<file path="config.mk">
export PLATFORM = sky130hd
export DESIGN_NAME = r2fft_front_flat
export DESIGN_NICKNAME = d
export VERILOG_FILES = /design/src/assert_macros.svh /design/src/r2fft_pkg.sv /design/src/r2fft_ifs.sv /design/src/r2fft_front.sv /design/src/flat_wrapper.sv
export SDC_FILE = /design/constraint.sdc
export NUM_CORES = 1
export LEC_CHECK = 0
export ABC_CLOCK_PERIOD_IN_PS = 5700
export BUFFER_PORTS_ARGS = -buffer_cell sky130_fd_sc_hd__buf_2
export CELL_PAD_IN_SITES_DETAIL_PLACEMENT = 0
export CELL_PAD_IN_SITES_GLOBAL_PLACEMENT = 2
export CORE_MARGIN = 8
export CORE_UTILIZATION = 43
export CTS_BUF_LIST = sky130_fd_sc_hd__clkbuf_4
export DETAILED_ROUTE_END_ITERATION = 16
export PLACE_DENSITY = 0.9
export SLEW_MARGIN = 25
export SYNTH_ARGS = -nofsm -noshare
export SYNTH_HDL_FRONTEND = slang
export SYNTH_SLANG_ARGS = --single-unit
</file>
<file path="constraint.sdc">
create_clock -name clk -period 5.7 [get_ports clk]
set_input_delay 0.57 -clock clk [delete_from_list [all_inputs] [get_ports clk]]
set_output_delay 0.57 -clock clk [all_outputs]
set_load 0.02 [all_outputs]
</file>
<file path="src/assert_macros.svh">
// Assertion helpers for the RTL files (used by r2fft_back).
`ifndef ASSERT_MACROS_SVH
`define ASSERT_MACROS_SVH

// Same-cycle implication, checked outside reset.
`define R2_ASSERT_IMP(lbl, clk, rst_n, ante, cons, msg) \
	lbl: assert property (@(posedge clk) disable iff (!rst_n) (ante) |-> (cons)) \
		else $error(msg);

// Next-cycle implication, checked outside reset.
`define R2_ASSERT_NXT(lbl, clk, rst_n, ante, cons, msg) \
	lbl: assert property (@(posedge clk) disable iff (!rst_n) (ante) |=> (cons)) \
		else $error(msg);

`endif

</file>
<file path="src/r2fft_pkg.sv">
package r2fft_pkg;

	localparam int SAMPLE_BITS = 16;
	localparam int OUT_BITS = 27;
	localparam int INDEX_BITS = 10;
	localparam int MAX_WORD_BITS = 35;
	localparam int QUEUE_DEPTH = 2;
	localparam logic [63:0] PI_Q30 = 64'd3373259426;

	typedef enum logic {
		CMD_LOAD = 1'b0,
		CMD_FETCH = 1'b1
	} cmd_kind_t;

	typedef struct packed {
		cmd_kind_t kind;
		logic signed [SAMPLE_BITS-1:0] re;
		logic signed [SAMPLE_BITS-1:0] im;
	} cmd_t;

	typedef struct packed {
		logic valid;
		cmd_t cmd;
	} q_link_t;

	typedef enum logic [2:0] {
		ST_IDLE,
		ST_FETCH_RD,
		ST_FETCH_OUT,
		ST_BF_RD,
		ST_BF_MUL,
		ST_BF_SUM,
		ST_BF_WA,
		ST_BF_WB
	} back_state_t;

	// Q30 quarter-wave value to Q1.(tb-1), round half up, saturate +1.0.
	function automatic logic signed [63:0] tw_quant(input logic signed [63:0] q30,
			input int unsigned tb);
		logic signed [63:0] v;
		logic signed [63:0] q;
		logic signed [63:0] top;
		int unsigned sh;
		sh = 31 - tb;
		top = (64'sd1 <<< (tb - 1)) - 64'sd1;
		v = q30;
		if (v < 0)
			v = 0;
		if (v > (64'sd1 <<< 30))
			v = 64'sd1 <<< 30;
		q = (v + (64'sd1 <<< (sh - 1))) >>> sh;
		return (q > top) ? top : q;
	endfunction

	// Twiddle entry k of a 2^logp point transform: {cos[31:0], sin[31:0]}.
	function automatic logic [63:0] tw_entry(input int unsigned k, input int unsigned logp,
			input int unsigned tb);
		logic [63:0] a;
		logic [63:0] x;
		logic [63:0] x2;
		logic [63:0] ts;
		logic [63:0] tc;
		logic signed [63:0] ss;
		logic signed [63:0] cc;
		logic signed [63:0] qs;
		logic signed [63:0] qc;
		int unsigned quarter;
		quarter = (1 << logp) >> 2;
		a = (k <= quarter) ? 64'(k) : 64'((quarter << 1) - k);
		x = (a * PI_Q30 * 64'd2) >> logp;
		x2 = (x * x) >> 30;
		ts = x;
		tc = 64'd1 << 30;
		ss = signed'(x);
		cc = signed'(tc);
		for (int n = 1; n <= 12; n++) begin
			ts = ((ts * x2) >> 30) / 64'((2 * n) * (2 * n + 1));
			tc = ((tc * x2) >> 30) / 64'((2 * n - 1) * (2 * n));
			if (n % 2 == 1) begin
				ss = ss - signed'(ts);
				cc = cc - signed'(tc);
			end else begin
				ss = ss + signed'(ts);
				cc = cc + signed'(tc);
			end
		end
		qs = tw_quant(ss, tb);
		qc = tw_quant(cc, tb);
		if (k > quarter)
			qc = -qc;
		return {qc[31:0], qs[31:0]};
	endfunction

endpackage

</file>
<file path="src/r2fft_ifs.sv">
interface r2fft_in_if import r2fft_pkg::*; ();
	logic valid;
	logic ready;
	logic mode;
	logic signed [SAMPLE_BITS-1:0] in_real;
	logic signed [SAMPLE_BITS-1:0] in_imag;

	modport source (output valid, output mode, output in_real, output in_imag, input ready);
	modport sink (input valid, input mode, input in_real, input in_imag, output ready);
endinterface


</file>
<file path="src/r2fft_front.sv">
module r2fft_front import r2fft_pkg::*; (
	input logic clk,
	input logic arst_n,
	r2fft_in_if.sink in_ch,
	output q_link_t link,
	input logic pop
);

	cmd_t entry_q [QUEUE_DEPTH];
	logic wr_ptr_q;
	logic rd_ptr_q;
	logic [1:0] count_q;
	logic push;
	cmd_t cmd_in;

	// classify the incoming word
	always_comb begin
		cmd_in.kind = in_ch.mode ? CMD_FETCH : CMD_LOAD;
		cmd_in.re = in_ch.in_real;
		cmd_in.im = in_ch.in_imag;
	end

	assign in_ch.ready = (count_q != 2'(QUEUE_DEPTH));
	assign push = in_ch.valid && in_ch.ready;
	assign link.valid = (count_q != 2'd0);
	assign link.cmd = entry_q[rd_ptr_q];

	always_ff @(posedge clk) begin
		if (push)
			entry_q[wr_ptr_q] <= cmd_in;
	end

	always_ff @(posedge clk or negedge arst_n) begin
		if (!arst_n) begin
			wr_ptr_q <= 1'b0;
			rd_ptr_q <= 1'b0;
			count_q <= 2'd0;
		end else begin
			if (push)
				wr_ptr_q <= ~wr_ptr_q;
			if (pop && link.valid)
				rd_ptr_q <= ~rd_ptr_q;
			count_q <= count_q + 2'(push) - 2'(pop && link.valid);
		end
	end

endmodule

</file>
<file path="src/flat_wrapper.sv">
// flat-port wrapper written by rule: the top's interface ports become plain ports
module r2fft_front_flat import r2fft_pkg::*;
  (clk, arst_n, link, pop, in_ch_valid, in_ch_mode, in_ch_in_real, in_ch_in_imag, in_ch_ready);
  r2fft_in_if in_ch_i ();
  input logic clk;
  input logic arst_n;
  output q_link_t link;
  input logic pop;
  input wire logic [$bits(in_ch_i.valid)-1:0] in_ch_valid;
  input wire logic [$bits(in_ch_i.mode)-1:0] in_ch_mode;
  input wire logic [$bits(in_ch_i.in_real)-1:0] in_ch_in_real;
  input wire logic [$bits(in_ch_i.in_imag)-1:0] in_ch_in_imag;
  output wire logic [$bits(in_ch_i.ready)-1:0] in_ch_ready;
  assign in_ch_i.valid = in_ch_valid;
  assign in_ch_i.mode = in_ch_mode;
  assign in_ch_i.in_real = in_ch_in_real;
  assign in_ch_i.in_imag = in_ch_in_imag;
  assign in_ch_ready = in_ch_i.ready;
  r2fft_front u_core (.clk(clk), .arst_n(arst_n), .in_ch(in_ch_i), .link(link), .pop(pop));
endmodule
</file>
==> metrics.md, run 1 <==
| Metric | Value |
|---|---|
| Status | finished, final reports clean |
| Antenna violations before repair | 0 |
| Pre-CTS WS | 3.526 ns |
| Final setup fails | 0 |
| Worst-path clk slew | 0.10 ns |
| Clk sink count | 70 |
| Syn_area_per_cell | approximately 22 um^2 |
| Crit Path Class | register to output port |
| # placed instances | 267 |
| Pwr/cell area | roughly 500 mW/mm^2 |
| Die height | 95.45 um |
| Final setup TNS | 0 ns |
| Hold Crit Class | input port to register |
| DP Area | 0.003137 mm^2 |
| P_leak | about 1.3 nW |
| DRT Pass-1 Iters | 4 |
| Final min period | around 2.5 ns |
| Cells after Synth | ~120 |
| Routability cong. | 0.6985 |
| All-Layer GR Usage | 10.15% |
| Final worst-path cycle share | 44.52% |
| Most frequent cells in the layout | buf_2, edfxtp_1, mux2_4 |
| CTS tree | built |
| Vias per Instance | 4.643 |
| Synth Register Bits | 70 |
| Num rows | 29 |
| Post-Route WL | 4448 um |
| FF/Latch Area | 0.002083 mm^2 |
| Combinational share of power | 37.0% |
| Maximum number of pins on one net before global-route repair | 35 |
| Worst setup SP type | register |
| Crit path max-delay family | flip-flops |
| Clock Skew | 0.008125 ns |
| Share of cells above drive strength 1 | 57.28% |
| ANT cells | 0 |
| DR vias | 1314 |
| Most common cell after layout, fill and taps aside | buf_2 |
| Mean routed wirelength per cell | approximately 16 um |
| Sequential power share | 48.7% |
| CP required | 5.13 ns |
| Multi-input gate area | 583.1 um^2 |
| Chip Width | 95.45 um |
| WHS | 0.3636 ns |
| Max Clock Freq | 394.1 MHz |
| DRC viols | 0 |
| Synth-to-layout area growth | 20.52% |
| Switching Fraction | 33.25% |
| CTS max path bufs | 2 |
| Core Region | between 0.006 and 0.007 mm^2 |
| RSZ-0062 raised after global routing | no |
| Initial core utilization | 43.48% |
| Hold Buf Count CTS | 1 |
| Detail Route Antenna Nets | 0 |
| Final hold violation count | 0 |
| Critical path endpoint category | output port |
| WP buf/inv | 1 |
| Total power | roughly 1.6 mW |
| Max Slew Vio Count | 0 |
| Clock Power Share | 14.3% |
| Crit-path cells | mux2_1 -> buf_2 |
| Yosys warnings | 0 |
| Slew margin rel. | 33.03% |
| DRT iter0 DRCs | 59 |
| Largest stage delay, worst path | 1.04 ns |
| Design area | 0.003271 mm^2 |
| Syn nets | 161 |
| Final nets | 242 |
| Slowest library cell on the worst path | dfrtp_2 |
| Register area share after synthesis | 76.72% |
| Final Util | 52.41% |
| Detailed placement HPWL | 3146 um |
| Number of global-route vias before repair | 1396 |
| H-tree lvl count | 3 |
| FILL cells | 519 |
| Synth cell types | 15 |
| Worst Path Arrival | 1.97 ns |
| Slew at the pin closest to its max-slew limit | 1.005 ns |
| Cell Count, Final, Fillers Out | 283 |
| Max FO, Critical Path | 34 |
| Internal | 1.095 mW |
| Post_cts resized | 0 |
| Clock Tree Root | clkbuf_4 |
| Max_cap viols | 0 |
| Num CTS Buffers | 9 |
| Setup ws final | 3.162 ns |
| Syn Std Cell Area | 0.002714 mm^2 |
| Port bufs | 71 |
| Max VDD drop | 0.2925 mV |
| GRT overflow | 0 |
| First-pass GRT wire length | 6686 um |
| Postcts setup bufs | 0 |
| # IOs | ~70 |
| Clock Latency Late Sink | 0.38 ns |
| Psw | 0.5456 mW |
| Die ar. | roughly 0.009 mm^2 |
==> worst reg2reg max path: cells and delay by family, from the launching register on <==
kind | cells | cell delay [ns]
adders and majority gates | 2 | 0.44
and+or+nand+nor | 2 | 0.41
DFF | 1 | 0.41
xor gates and xnor gates | 2 | 0.30
buffers and inverters | 1 | 0.04
==> layout make-up <==
class | count | area share [%]
Sequential cell | 70 | 63.70
Multi-Input combinational cell | 45 | 17.83
Timing Repair Buffer | 74 | 12.24
Tap cell | 77 | 2.946
Clock buffer | 11 | 2.525
Clock inverter | 3 | 0.4208
Inverter | 3 | 0.3443
==> worst paths after layout <==
kind	from	end	slack [ns]	depth (start not counted)
setup / recovery	u_core.rd_ptr_q$_DFFE_PN0P_	link[1]	3.16	2
hold / removal	in_ch_in_real[4]	u_core.entry_q[1][20]$_DFFE_PP_	0.36	1
setup reg to reg	u_core.count_q[0]$_DFF_PN0_	u_core.count_q[1]$_DFF_PN0_	4.03	7
hold reg to reg	u_core.wr_ptr_q$_DFFE_PN0P_	u_core.wr_ptr_q$_DFFE_PN0P_	0.55	1
max in group asynchronous	arst_n	u_core.rd_ptr_q$_DFFE_PN0P_	5.05	2
min in group asynchronous	arst_n	u_core.wr_ptr_q$_DFFE_PN0P_	0.50	2
==> registers in the layout, indices dropped and copies added (netlist names) <==
signal,cells
u_core.rd_ptr_q,1
u_core.count_q,2
u_core.entry_q,66
u_core.wr_ptr_q,1
==> kinds of logic (layout without fill, tap and decap cells) <==
kind of cell	after synthesis	count (layout)	synth area share [%]
adder cells (fa/ha/maj)	2	2	0.9219
AND/OR/NAND/NOR	6	6	1.291
flip-flops	70	70	76.72
buffers and inverters	7	91	2.075
XOR/XNOR	4	4	1.291
multiplexers	33	33	17.70
==> metal layers <==
metal / global-route usage, % / routed length, um
met1: 11.73 / 1818
met2: 15.19 / 2055
met3: 5.118 / 514
met4: 5.378 / 59
met5: 0 / 0
==> power groups by stage <==
stage          combinational, mW  clock (mW)  sequential (mW)
6_report                   0.607       0.235            0.800
5_1_grt                    0.655       0.266            0.815
4_1_cts                    0.606       0.246            0.806
3_5_place_dp               0.603           0            0.817
3_3_place_gp               0.598           0            0.811
2_1_floorplan              0.511           0            0.744
==> Yosys cell counts, drive strengths merged <==
library cell	instances	area share, %
xor2	1	0.32
and2	1	0.32
buf	4	1.7
ha	2	0.92
nand2b	1	0.23
inv	3	0.41
nor2	1	0.14
and3	1	0.23
dfrtp	4	3.7
nand2	1	0.14
mux2	33	18
or2	1	0.23
xnor2	3	0.97
edfxtp	66	73
(Power assumes the default switching activity.)
==> run 2: changes to the inputs <==
--- a/config.mk
+++ b/config.mk
@@ -5,15 +5,16 @@
 export SDC_FILE = /design/constraint.sdc
 export NUM_CORES = 1
 export LEC_CHECK = 0
-export ABC_CLOCK_PERIOD_IN_PS = 5700
+export ABC_AREA = 1
+export ABC_CLOCK_PERIOD_IN_PS = 2300
 export BUFFER_PORTS_ARGS = -buffer_cell sky130_fd_sc_hd__buf_2
 export CELL_PAD_IN_SITES_DETAIL_PLACEMENT = 0
 export CELL_PAD_IN_SITES_GLOBAL_PLACEMENT = 2
 export CORE_MARGIN = 8
-export CORE_UTILIZATION = 43
+export CORE_UTILIZATION = 32
 export CTS_BUF_LIST = sky130_fd_sc_hd__clkbuf_4
 export DETAILED_ROUTE_END_ITERATION = 16
-export PLACE_DENSITY = 0.9
+export PLACE_DENSITY = 0.8
 export SLEW_MARGIN = 25
 export SYNTH_ARGS = -nofsm -noshare
 export SYNTH_HDL_FRONTEND = slang
==> constraint.sdc (replaced) <==
create_clock -name clk -period 2.3 [get_ports clk]
set_input_delay 0.23 -clock clk [delete_from_list [all_inputs] [get_ports clk]]
set_output_delay 0.23 -clock clk [all_outputs]
set_load 0.02 [all_outputs]
==> run 2 against run 1 <==
Wire length up 19%. Synthesized cell count is 68% higher. First-iteration DRC count fell by 32%. Global-route usage shrank 0.61 points. Register-to-register slack got worse by 3.1 ns. Total power rose to 2.6 times the previous value. Non-clock buffer count is 32 higher. Synthesized area decreased by 0.83%. Critical path type unchanged.
==> metrics.md, run 2 <==
| Metric | Value |
|---|---|
| Slew margin rel. | 60.05% |
| Most common cell after layout, fill and taps aside | nand2_1 |
| Internal | roughly 2.6 mW |
| Clock Latency Late Sink | around 0.40 ns |
| Chip Width | 107.7 um |
| Synth Register Bits | 70 |
| Cell mode on critical path | nand2_1 |
| Die height | between 100 and 150 um |
| Pwr/cell area | between 1000 and 1500 mW/mm^2 |
| Number of global-route vias before repair | 1776 |
| Max FO, Critical Path | 15 |
| H-tree lvl count | 3 |
| Antenna violations before repair | 0 |
| CTS max path bufs | 2 |
| Syn nets | 244 |
| Crit-path cells | buf_4 -> nand2_1 -> nand2_1 -> buf_2 |
| Combinational share of power | 38.9% |
| Mean routed wirelength per cell | 12.45 um |
| WHS | ~0.028 ns |
| Count leader, synth | nand2_1 |
| Max Clock Freq | 511.6 MHz |
| DR vias | 1727 |
| Most frequent cells in the layout | nand2_1, buf_2, edfxtp_1 |
| Final worst-path cycle share | between 80% and 90% |
| Max reg flops | 66 |
| Cells after Synth | 205 |
| Worst Path Arrival | 1.72 ns |
| First-pass GRT wire length | about 8300 um |
| Largest stage delay, worst path | between 0.7 and 0.8 ns |
| Setup ws final | 0.3452 ns |
| Synth-to-layout area growth | 33.15% |
| Max_cap viols | 0 |
| FILL cells | 772 |
| Clock Tree Root | clkbuf_4 |
| Worst Hold End | u_core.entry_q[0][15]$_DFFE_PP_ |
| ANT cells | 0 |
| Commonest cells in the netlist | nand2_1, edfxtp_1, nand2_2 |
| GRT overflow | 0 |
| Critical path endpoint category | output port |
| P_leak | between 1.5 and 2 nW |
| Num rows | 33 |
| Detail Route Antenna Nets | 0 |
| Initial core utilization | 32.92% |
| Design area | 0.003583 mm^2 |
| Slowest library cell on the worst path | dfrtp_1 |
| All-Layer GR Usage | about a tenth |
| EDFF count, synth | between 60 and 70 |
| Register area share after synthesis | 77.36% |
| Psw | 1.665 mW |
| Syn_area_per_cell | 13.13 um^2 |
| Post-Route WL | 5290 um |
| Clk sink count | 70 |
| RSZ-0062 raised after global routing | no |
| Pre-CTS WS | 0.7248 ns |
| CP required | between 2 and 2.5 ns |
| Worst setup SP type | register |
| Status | finished, final reports clean |
| Final setup TNS | 0 ns |
| R2R cell count | 9 |
| # IOs | 72 |
| R2R Path End | u_core.count_q[1]$_DFF_PN0_ |
| Syn Std Cell Area | between 0.002 and 0.003 mm^2 |
| Synth Flop Type | edfxtp_1 |
| Clock Power Share | about 18% |
| Worst-path clk slew | 0.11 ns |
| Hold path startpoint | in_ch_in_imag[15] |
| Num CTS Buffers | 9 |
| Final nets | 354 |
| Max Slew Vio Count | 0 |
| Worst reg2reg startpoint | u_core.count_q[1]$_DFF_PN0_ |
| Core Region | 0.008175 mm^2 |
| DP Area | between 0.003 and 0.004 mm^2 |
| Max VDD drop | 0.4360 mV |
| Final Util | between 40 and 50% |
| Synth area leader | edfxtp_1 |
| # placed instances | 380 |
| DRT iter0 DRCs | 40 |
| Die ar. | 0.01160 mm^2 |
| Detailed placement HPWL | ~3600 um |
| Slew at the pin closest to its max-slew limit | 0.5992 ns |
| Sequential power share | between 40% and 50% |
| Clock Skew | between 0.01 and 0.015 ns |
| Final min period | 1.955 ns |
| Yosys warnings | 0 |
| Vias per Instance | approximately 4 |
| Switching Fraction | roughly two fifths |
| Hold depth | 1 |
| Cell Count, Final, Fillers Out | 425 |
| Crit Path Class | register to output port |
| Final hold violation count | 0 |
| Largest Register | u_core.entry_q |
| Final setup fails | 0 |
| Routability cong. | 0.6607 |
| Synth top area share | 73.64% |
| Ys async rst share | 5.714% |
| Hold Crit Class | input port to register |
| Maximum number of pins on one net before global-route repair | 35 |
| Top cells by area, synth | edfxtp_1, nand2_1, dfrtp_1 |
| Port bufs | 71 |
| Synth cell types | 12 |
| Biggest regs | u_core.entry_q x66, u_core.count_q x2 |
| DRC viols | 0 |
| Total power | 4.259 mW |
| Reg-to-reg setup timing slack | between 0.9 and 1 ns |
| Share of cells above drive strength 1 | 32.50% |
| CTS tree | built |
| DRT Pass-1 Iters | 4 |
run 2: cell families (layout without fill, tap and decap cells):
logic type,count (synthesis),after routing,share of synthesized area [%]
flip-flops,70,70,77.36
buffers and inverters,17,132,4.462
adder cells (fa/ha/maj),2,2,0.9297
AND/OR/NAND/NOR,116,116,17.25
run 2: worst max-delay path by stage:
stage	startpoint	slack [ns]	end
2_1_floorplan	u_core.count_q[1]$_DFF_PN0_	0.31	u_core.entry_q[1][0]$_DFFE_PP_
3_3_place_gp	u_core.rd_ptr_q$_DFFE_PN0P_	0.73	link[31]
3_5_place_dp	u_core.rd_ptr_q$_DFFE_PN0P_	0.72	link[31]
4_1_cts	u_core.rd_ptr_q$_DFFE_PN0P_	0.27	link[31]
5_1_grt	u_core.rd_ptr_q$_DFFE_PN0P_	0.21	link[29]
6_report	u_core.rd_ptr_q$_DFFE_PN0P_	0.35	link[31]
run 2: metal layers:
metal,part of all wire [%],routed length [um],track usage [%]
met1,40,2109,9.091
met2,51,2695,16.93
met3,7.8,411,4.371
met4,1.4,74,4.757
met5,0,0,0
run 2: cell type report:
type / count / area [um^2] / share of cell area, %
Timing Repair Buffer: 106 / 690.7 / 19.27
Clock buffer: 10 / 75.07 / 2.095
Tap cell: 105 / 131.4 / 3.666
Multi-Input combinational cell: 118 / 496.7 / 13.86
Clock inverter: 6 / 62.56 / 1.746
Sequential cell: 70 / 2082 / 58.10
Inverter: 10 / 45.04 / 1.257
run 2: power groups by stage:
| stage | logic, mW | clock network (mW) | registers, mW |
|---|---|---|---|
| 6_report | 1.66 | 0.752 | 1.85 |
| 5_1_grt | 1.85 | 0.836 | 1.88 |
| 4_1_cts | 1.71 | 0.780 | 1.85 |
| 3_5_place_dp | 1.67 | 0 | 1.89 |
| 3_3_place_gp | 1.66 | 0 | 1.88 |
| 2_1_floorplan | 1.21 | 0 | 1.83 |
run 2: critical path: cells and delay by family (launching register included):
kind	cells	cell delay, ns
and+or+nand+nor	2	0.14
DFF	1	0.73
buffers and inverters	2	0.46
run 2: what timing repair did:
action                                 CTS  global route
resized for setup                        0             0
endpoints found under the hold margin   48            10
hold buffers                            24             5
buffers inserted                         0             0
